<file path="src/hdl/qdrs_pkg.sv">
// ----------------------------------------------------------------------------
// qdrs_pkg
// Shared types, constants and the quadrature step table for the detent
// report stretcher.
// ----------------------------------------------------------------------------
package qdrs_pkg;

    // report layout
    localparam int SHIFT_BITS   = 16;
    localparam int DIRECT_BITS  = 5;
    localparam int DETENT_BITS  = 10;
    localparam int REPORT_BITS  = SHIFT_BITS + DIRECT_BITS + DETENT_BITS;
    localparam int MAX_ENCODERS = 5;

    // field widths
    localparam int IDX_W   = 3;
    localparam int PHASE_W = 2;
    localparam int THR_W   = 4;
    localparam int TOTAL_W = 6;
    localparam int BYTE_W  = 8;

    // configuration port
    localparam int APB_ADDR_W = 3;
    localparam int APB_DATA_W = 32;
    localparam logic [APB_ADDR_W-1:0] ADDR_THRESHOLD = 3'd0;
    localparam logic [THR_W-1:0]      THRESHOLD_RESET = 4'd3;

    // item kinds
    localparam logic MODE_SAMPLE = 1'b0;
    localparam logic MODE_TICK   = 1'b1;

    // one encoder sample handed to the detent tracker
    typedef struct packed {
        logic               valid;
        logic [IDX_W-1:0]   index;
        logic [PHASE_W-1:0] phases;
    } t_enc_sample;

    typedef logic signed [1:0] t_step;

    // signed step from {old phases, new phases}
    function automatic t_step step_of(input logic [3:0] code);
        t_step s;
        case (code)
            4'd1, 4'd7, 4'd8, 4'd14: s = -2'sd1;
            4'd2, 4'd4, 4'd11, 4'd13: s = 2'sd1;
            default:                 s = 2'sd0;
        endcase
        return s;
    endfunction

endpackage

</file>
<file path="src/hdl/quadrature_detent_report_stretcher.sv">
// ----------------------------------------------------------------------------
// quadrature_detent_report_stretcher
// Quadrature detent decoder for up to five encoders plus button change
// report with a per-bit stretch window of WINDOW_DEPTH ticks.
// ----------------------------------------------------------------------------
//
//  channel   direction  handshake             payload
//  -------   ---------  --------------------  ---------------------------------
//  input     in         i_valid / o_stall     i_mode, i_encoder_index, ...
//  result    out        o_valid / i_stall     o_report (one per report tick)
//  config    in         psel/penable/pready   detent_threshold at byte 0
//
//  An item is captured in the input register, and a tick's result then enters
//  the output register. One item per cycle is taken while no tick is stalled.
//  Encoder samples finish in the input register and never wait on i_stall.
//  A tick waits in the input register only while the output register holds
//  a result that is stalled. Synchronous active-low reset; no clearing pass.
//
module quadrature_detent_report_stretcher import qdrs_pkg::*; #(
    parameter int WINDOW_DEPTH  = 128,
    parameter int ENCODER_COUNT = 5
) (
    input  logic                   i_clk,
    input  logic                   i_rst_n,
    // input items
    input  logic                   i_valid,
    output logic                   o_stall,
    input  logic                   i_mode,
    input  logic [IDX_W-1:0]       i_encoder_index,
    input  logic [PHASE_W-1:0]     i_encoder_phases,
    input  logic [BYTE_W-1:0]      i_shift_buttons_low,
    input  logic [BYTE_W-1:0]      i_shift_buttons_high,
    input  logic [DIRECT_BITS-1:0] i_direct_buttons_raw,
    // result items
    output logic                   o_valid,
    input  logic                   i_stall,
    output logic [REPORT_BITS-1:0] o_report,
    // configuration
    input  logic                   psel,
    input  logic                   penable,
    input  logic                   pwrite,
    input  logic [APB_ADDR_W-1:0]  paddr,
    input  logic [APB_DATA_W-1:0]  pwdata,
    output logic [APB_DATA_W-1:0]  prdata,
    output logic                   pready
);

    // input register
    logic                   r_in_v;
    logic                   r_mode;
    logic [IDX_W-1:0]       r_idx;
    logic [PHASE_W-1:0]     r_phases;
    logic [SHIFT_BITS-1:0]  r_shift;
    logic [DIRECT_BITS-1:0] r_direct;

    // block state and output register
    logic [THR_W-1:0]       r_threshold;
    logic [SHIFT_BITS-1:0]  r_last_shift;
    logic                   r_out_v;
    logic [REPORT_BITS-1:0] r_report;

    logic                   in_acc;
    logic                   is_tick;
    logic                   out_free;
    logic                   advance;
    logic                   tick_go;
    t_enc_sample            sample;
    logic [DETENT_BITS-1:0] pending;
    logic [REPORT_BITS-1:0] mask;
    logic [REPORT_BITS-1:0] report;

    // handshake
    assign in_acc   = i_valid && !o_stall;
    assign is_tick  = r_mode == MODE_TICK;
    assign out_free = !r_out_v || !i_stall;
    assign advance  = r_in_v && (!is_tick || out_free);
    assign tick_go  = advance && is_tick;
    assign o_stall  = r_in_v && !advance;

    always_ff @(posedge i_clk) begin
        if (!i_rst_n) begin
            r_in_v <= 1'b0;
        end else if (in_acc) begin
            r_in_v <= 1'b1;
        end else if (advance) begin
            r_in_v <= 1'b0;
        end
    end

    always_ff @(posedge i_clk) begin
        if (in_acc) begin
            r_mode   <= i_mode;
            r_idx    <= i_encoder_index;
            r_phases <= i_encoder_phases;
            r_shift  <= {i_shift_buttons_high, i_shift_buttons_low};
            r_direct <= i_direct_buttons_raw;
        end
    end

    // detent tracking
    assign sample.valid  = advance && (r_mode == MODE_SAMPLE);
    assign sample.index  = r_idx;
    assign sample.phases = r_phases;

    qdrs_detent #(
        .ENCODER_COUNT(ENCODER_COUNT)
    ) u_detent (
        .i_clk      (i_clk),
        .i_rst_n    (i_rst_n),
        .i_sample   (sample),
        .i_tick     (tick_go),
        .i_threshold(r_threshold),
        .o_pending  (pending)
    );

    // change mask: toggled shift buttons, pressed direct buttons, detents
    assign mask = {pending, ~r_direct, r_shift ^ r_last_shift};

    qdrs_stretch #(
        .WINDOW_DEPTH(WINDOW_DEPTH)
    ) u_stretch (
        .i_clk   (i_clk),
        .i_rst_n (i_rst_n),
        .i_tick  (tick_go),
        .i_mask  (mask),
        .o_report(report)
    );

    always_ff @(posedge i_clk) begin
        if (!i_rst_n) begin
            r_last_shift <= '0;
        end else if (tick_go) begin
            r_last_shift <= r_shift;
        end
    end

    // output register
    always_ff @(posedge i_clk) begin
        if (!i_rst_n) begin
            r_out_v <= 1'b0;
        end else if (tick_go) begin
            r_out_v <= 1'b1;
        end else if (out_free) begin
            r_out_v <= 1'b0;
        end
    end

    always_ff @(posedge i_clk) begin
        if (tick_go) begin
            r_report <= report;
        end
    end

    assign o_valid  = r_out_v;
    assign o_report = r_report;

    // configuration register
    always_ff @(posedge i_clk) begin
        if (!i_rst_n) begin
            r_threshold <= THRESHOLD_RESET;
        end else if (psel && penable && pwrite && pready && paddr == ADDR_THRESHOLD) begin
            r_threshold <= pwdata[THR_W-1:0];
        end
    end

    assign pready = 1'b1;
    assign prdata = (paddr == ADDR_THRESHOLD)
                  ? {{(APB_DATA_W-THR_W){1'b0}}, r_threshold} : '0;

endmodule

</file>
<file path="src/hdl/qdrs_detent.sv">
// ----------------------------------------------------------------------------
// qdrs_detent
// Per-encoder phase history and step totals; flags left and right detents
// until the next report tick collects them.
// ----------------------------------------------------------------------------
module qdrs_detent import qdrs_pkg::*; #(
    parameter int ENCODER_COUNT = 5
) (
    input  logic                   i_clk,
    input  logic                   i_rst_n,
    input  t_enc_sample            i_sample,
    input  logic                   i_tick,
    input  logic [THR_W-1:0]       i_threshold,
    output logic [DETENT_BITS-1:0] o_pending
);

    logic signed [TOTAL_W:0] thr_pos;
    logic signed [TOTAL_W:0] thr_neg;

    assign thr_pos = $signed({{(TOTAL_W+1-THR_W){1'b0}}, i_threshold});
    assign thr_neg = -thr_pos;

    // one lane per encoder
    for (genvar e = 0; e < MAX_ENCODERS; e++) begin : g_lane
        if (e < ENCODER_COUNT) begin : g_used
            logic [PHASE_W-1:0]        r_hist;
            logic signed [TOTAL_W-1:0] r_total;
            logic [1:0]                r_pend;
            logic                      sel;
            t_step                     step;
            logic signed [TOTAL_W:0]   sum;
            logic                      left;
            logic                      right;

            assign sel   = i_sample.valid && (i_sample.index == IDX_W'(e));
            assign step  = step_of({r_hist, i_sample.phases});
            assign sum   = $signed({r_total[TOTAL_W-1], r_total})
                         + $signed({{(TOTAL_W-1){step[1]}}, step});
            assign left  = sum > thr_pos;
            assign right = sum < thr_neg;

            always_ff @(posedge i_clk) begin
                if (!i_rst_n) begin
                    r_hist  <= '0;
                    r_total <= '0;
                    r_pend  <= '0;
                end else if (i_tick) begin
                    r_pend <= '0;
                end else if (sel) begin
                    r_hist  <= i_sample.phases;
                    r_total <= (left || right) ? '0 : sum[TOTAL_W-1:0];
                    r_pend  <= r_pend | {right, left};
                end
            end

            assign o_pending[2*e +: 2] = r_pend;
        end else begin : g_unused
            assign o_pending[2*e +: 2] = 2'b00;
        end
    end

endmodule

</file>
<file path="src/hdl/qdrs_stretch.sv">
// ----------------------------------------------------------------------------
// qdrs_stretch
// Saturating age counter per report bit; a bit reads high while its last
// change is fewer than WINDOW_DEPTH ticks old.
// ----------------------------------------------------------------------------
module qdrs_stretch import qdrs_pkg::*; #(
    parameter int WINDOW_DEPTH = 128
) (
    input  logic                   i_clk,
    input  logic                   i_rst_n,
    input  logic                   i_tick,
    input  logic [REPORT_BITS-1:0] i_mask,
    output logic [REPORT_BITS-1:0] o_report
);

    localparam int AGE_W = $clog2(WINDOW_DEPTH + 1);
    localparam logic [AGE_W-1:0] AGE_MAX = AGE_W'(WINDOW_DEPTH);

    for (genvar b = 0; b < REPORT_BITS; b++) begin : g_bit
        logic [AGE_W-1:0] r_age;
        logic [AGE_W-1:0] n_age;

        // clear on change, else count up to saturation
        always_comb begin
            if (i_mask[b]) begin
                n_age = '0;
            end else if (r_age < AGE_MAX) begin
                n_age = r_age + AGE_W'(1);
            end else begin
                n_age = r_age;
            end
        end

        always_ff @(posedge i_clk) begin
            if (!i_rst_n) begin
                r_age <= AGE_MAX;
            end else if (i_tick) begin
                r_age <= n_age;
            end
        end

        assign o_report[b] = n_age < AGE_MAX;
    end

endmodule

</file>
<file path="config.mk">
export PLATFORM = sky130hd
export DESIGN_NAME = quadrature_detent_report_stretcher
export DESIGN_NICKNAME = d
export VERILOG_FILES = /design/src/hdl/qdrs_pkg.sv /design/src/hdl/quadrature_detent_report_stretcher.sv /design/src/hdl/qdrs_detent.sv /design/src/hdl/qdrs_stretch.sv
export SDC_FILE = /design/constraint.sdc
export NUM_CORES = 1
export LEC_CHECK = 0
export ABC_AREA = 0
export BUFFER_PORTS_ARGS = -buffer_cell sky130_fd_sc_hd__buf_2
export CAP_MARGIN = 20
export CORE_MARGIN = 5
export CORE_UTILIZATION = 55
export DETAILED_ROUTE_END_ITERATION = 7
export GPL_TIMING_DRIVEN = 0
export PLACE_DENSITY = 0.75
export RECOVER_POWER = 50
export SLEW_MARGIN = 20
export SYNTH_ARGS = -nofsm -noshare
export SYNTH_HDL_FRONTEND = slang
export SYNTH_SLANG_ARGS = --single-unit
</file>
<file path="constraint.sdc">
create_clock -name i_clk -period 3.8 [get_ports i_clk]
set_input_delay 0.38 -clock i_clk [delete_from_list [all_inputs] [get_ports i_clk]]
set_output_delay 0.38 -clock i_clk [all_outputs]
set_load 0.05 [all_outputs]
</file>
==> results.txt <==
- Synthesized-area fraction occupied by ao, oa, aoi and oai cells: approximately 17%
- Once detail routing completed, the nets flagged for antenna violations numbered 0.
- For the final routed database, the setup TNS stands at -0.216 ns.
- Synth Cell Area: about 20,000 sq um
* First-pass GRT wire length: 87,400 microns
* Maximum cell stage delay along the critical path: about 0.47 ns
- In this run the tool buffered the top-level ports with 77 buffer cells.
- 0 antenna diodes ended up in the layout.
- Post-route clock period utilization: 101%
- Relative to the synthesized area, the layout overhead comes to 17.9%.
* Sink count of the clock tree: around 380
- Counting the buffers created by CTS gives 41.
- Summing over every cut layer, the via total after detailed routing is approximately 19,000.
- STA classifies the critical path endpoint as a register.
- From left edge to right edge, the die measures 201 microns.
- After synthesis, the largest area contributor takes up between 30 and 40% of total cell area.
* Largest net degree at the start of global routing: 27
* Root Buffer Master: sky130_fd_sc_hd__clkbuf_16
- Final net count: around 2,900
* Violations in the final reports: negative setup slack
* Clock slew at the register clock pins of the worst setup and hold paths: about 0.06 ns
- The H-tree was split into 2 levels.
* P_leak: slightly below 9 nW
- The run finished, with violations left.
* Final critical delay including setup and external delays: approximately 3.9 ns
- Total congestion overflow: 0
* Worst slack on hold paths: approximately 0.024 ns
- The post-route netlist has 11.5% of its cells at a drive strength greater than 1.
- The longest clock path from root to sink contains 3 buffers.
- Adder-cell area share of the yosys netlist: roughly 8.3%
- The synthesized netlist devotes about 3.7% of its cell area to XOR and XNOR gates.
* Instance count of the mapped netlist: about 2,500
* CP top delay family: adder cells
* Die area: between 40,000 and 50,000 sq um
* Drt initial violations: around 1,600
- Average wire per standard cell: between 15 and 20 microns
- The number of placed instances, taps included, is roughly 3,000.
- Hold Path Class: primary input to register
* Post-synthesis share of cell area spent on and, or, nand and nor gates: between 20% and 30%
- The hold violation total from the final report is 0.
* Non-Filler Instances: approximately 3,200
- Count of max-cap constraint violations: 0
- Between clock sinks in the finished design, the worst skew comes to 0.0117 ns.
- STA classifies the critical path startpoint as a register.
- List of cells traversed by the critical path: inv_2 -> ha_4 -> buf_4 -> xnor2_2 -> xnor2_1 -> ha_1 -> inv_1 -> fa_2 -> o21ai_4 -> a31oi_2 -> mux2i_2 -> ha_1 -> nand2_1 -> o22ai_1 -> a21oi_2 -> nand4_1 -> o32ai_2
- The final number of max-transition violations is 0.
* Critical-path top delay cell: sky130_fd_sc_hd__edfxtp_1
* Warnings, synthesis: 0
- Critical path buffers and inverters: 3
- Antenna violations before repair: 1
- The synthesized design contains approximately 380 register bits.
* Peak fanout along the critical path: 6
* Effective utilization at floorplan: approximately 56%
- FFs w/ async S/R, synth: 0%
* Data required time of the critical path: 4.26 ns
* Critical path class: register to register
- The commonest cells after synthesis are sky130_fd_sc_hd__nand2_1, sky130_fd_sc_hd__dfxtp_1, sky130_fd_sc_hd__nor2_1, sky130_fd_sc_hd__a21oi_1, sky130_fd_sc_hd__o21ai_0.
* Clock tree from TritonCTS: yes
* DRC Markers: 0
- GP Congestion: approximately 0.9
- Ports placed on the boundary: about 140
* Synth Flop Type: sky130_fd_sc_hd__dfxtp_1
- Multiplexer share of the synthesized area: between 1 and 1.5%
* Dominant cell type by area after synthesis: sky130_fd_sc_hd__dfxtp_1
* Final wirelength: 56,200 microns
- Count of cell types in the netlist: around 70
- Setup repair after global routing could not meet its margin everywhere.
* Arrival @ worst endpoint: roughly 4.3 ns
* Finish-stage setup viols: 8
- Sequential share of the synthesized area: approximately 40%
* Main combinational cell family by area after synthesis: simple AND/OR/NAND/NOR gates
* Height of the chip: 201 microns
- Number of placement rows: roughly 70
- Transition time of the tightest slew-check pin: between 1 and 1.5 ns
* Reg2reg setup slack: -0.05 ns
- Syn Area/Cell: ~8.1 sq um
- Ranked by total cell area, the synthesized netlist is headed by sky130_fd_sc_hd__dfxtp_1, sky130_fd_sc_hd__edfxtp_1, sky130_fd_sc_hd__ha_1.
- Leading cell type by number of instances after synthesis: sky130_fd_sc_hd__nand2_1
- Global routing used between 20% and 30% of the available tracks.
- Relative slew slack: ~2.8%
* Post-detailed-route via-to-cell ratio: 5.92
* Most prevalent standard cell on the critical path: sky130_fd_sc_hd__ha_1
- VDD sags by at most between 0.0003 and 0.0004 V.
* Placed wire-length estimate: around 37,000 microns
* Router iterations before antenna repair: 6
- Power spread over the standard cell area amounts to between 300 and 400 nW/um^2.
- Number of enable-type register cells in the synthesized netlist: a little under 60
- For this run, the top clock speed supported by timing is 0.259 GHz.
* Number of global-route vias before repair: around 18,000
* Core ar.: roughly 36,000 sq um
- The later pin in the worst-skew pair is clocked with a latency of approximately 0.55 ns.
- Final worst-path setup slack: -0.0548 ns
[where the power goes]
part	total, mW	leakage [nW]	internal (mW)	switching (mW)
Combinational	0.972	5.15	0.321	0.651
Sequential	4.20	3.13	4.13	0.0669
Clock	3.91	0.641	2.29	1.62
[worst register-to-register path: stages (launching register included)]
cell,delay (ns)
sky130_fd_sc_hd__edfxtp_1,0.47
sky130_fd_sc_hd__inv_2,0.13
sky130_fd_sc_hd__ha_4,0.23
sky130_fd_sc_hd__buf_4,0.16
sky130_fd_sc_hd__xnor2_2,0.14
sky130_fd_sc_hd__xnor2_1,0.23
sky130_fd_sc_hd__ha_1,0.27
sky130_fd_sc_hd__inv_1,0.08
sky130_fd_sc_hd__fa_2,0.40
sky130_fd_sc_hd__o21ai_4,0.20
sky130_fd_sc_hd__a31oi_2,0.12
sky130_fd_sc_hd__mux2i_2,0.22
sky130_fd_sc_hd__ha_1,0.27
sky130_fd_sc_hd__nand2_1,0.09
sky130_fd_sc_hd__o22ai_1,0.09
sky130_fd_sc_hd__a21oi_2,0.31
sky130_fd_sc_hd__nand4_1,0.19
sky130_fd_sc_hd__o32ai_2,0.16
[path summary, 6_finish.rpt]
kind / start / end / depth (start not counted)
min: i_encoder_phases[1] / r_phases[1] / 1
max: r_phases[0] / u_detent.g_lane[4].g_used.r_total[1] / 17
max reg2reg: r_phases[0] / u_detent.g_lane[4].g_used.r_total[1] / 17
min reg2reg: u_detent.g_lane[2].g_used.r_total[0] / u_detent.g_lane[2].g_used.r_total[0] / 2
[registers in the layout, indices dropped and copies added, names as in the netlist]
register and count:
r_threshold 4, r_last_shift 16, o_valid 1, r_direct 5, u_detent.g_lane.g_used.r_hist 10, r_shift 16, u_detent.g_lane.g_used.r_pend 10, is_tick 1
r_phases 2, o_report 31, u_detent.g_lane.g_used.r_total 30, r_idx 3, r_in_v 1, u_stretch.g_bit.r_age 248
[area by class of cell]
class / count / area [sq um]
Buffer: 125 / 589
Clock buffer: 61 / 1180
Clock inverter: 13 / 121
Fill cell: 2946 / 12200
Inverter: 75 / 283
Multi-Input combinational cell: 1910 / 11700
Sequential cell: 378 / 8150
Tap cell: 461 / 577
Timing Repair Buffer: 144 / 927
[repair_timing]
action	CTS	global route
setup buffers	18	22
gates resized for setup	41	93
hold buffers	24	0
endpoints found under the hold margin	24	0
pin swaps	7	41
setup endpoints to repair	38	38
[kinds of logic (layout without fill, tap and decap cells)]
| logic type | count (synthesis) | in the layout |
|---|---|---|
| other cells | 2 | 29 |
| simple gates | 1056 | 1056 |
| xor+xnor | 84 | 84 |
| fa+ha+maj | 130 | 130 |
| compound gates | 591 | 591 |
| buf+inv | 201 | 418 |
| flops | 378 | 378 |
| mux | 20 | 20 |
[layer usage]
| metal | GRT usage, % | part of all wire (%) | vias to the layer above |
|---|---|---|---|
| met5 | 0 | 0.012 | - |
| met4 | 10.1 | 3.9 | 2 |
| met3 | 3.75 | 7.2 | 166 |
| met2 | 43.7 | 47 | 755 |
| met1 | 33.3 | 42 | 8811 |
| li1 | - | - | 9024 |
[through the flow]
stage | util [%] | power (mW) | area [sq um] | worst slack [ns]
2_1_floorplan | - | 4.86 | 20100 | 0.0218
3_3_place_gp | 58.9 | 5.08 | 21000 | -0.464
3_5_place_dp | 59.1 | 5.11 | 21100 | -0.650
4_1_cts | 64.2 | 9.05 | 23000 | -0.00159
5_1_grt | 65.9 | 9.41 | 23600 | -0.179
6_report | 65.9 | 9.08 | 23600 | -0.0548
[placed cells by master, fill, tap and decap left out, drive strengths merged, types with 11 or more instances in the layout]
| cell type | count |
|---|---|
| xnor2 | 49 |
| nand4 | 27 |
| edfxtp | 58 |
| a21o | 13 |
| a31oi | 21 |
| clkinv | 11 |
| dfxtp | 320 |
| mux2i | 15 |
| inv | 74 |
| nand2b | 20 |
| xor2 | 35 |
| o21ai | 169 |
| nand3b | 18 |
| or2 | 24 |
| nand3 | 95 |
| a22oi | 24 |
| o21a | 18 |
| buf | 123 |
| and3 | 24 |
| dlygate4sd3 | 24 |
| nor3 | 102 |
| nor2 | 309 |
| o211ai | 35 |
| clkbuf | 183 |
| ha | 125 |
| a21oi | 256 |
| or3 | 27 |
| nor3b | 23 |
| nor2b | 32 |
| nand2 | 332 |
| conb | 29 |
Note: power is estimated with default switching activity, not from simulation.
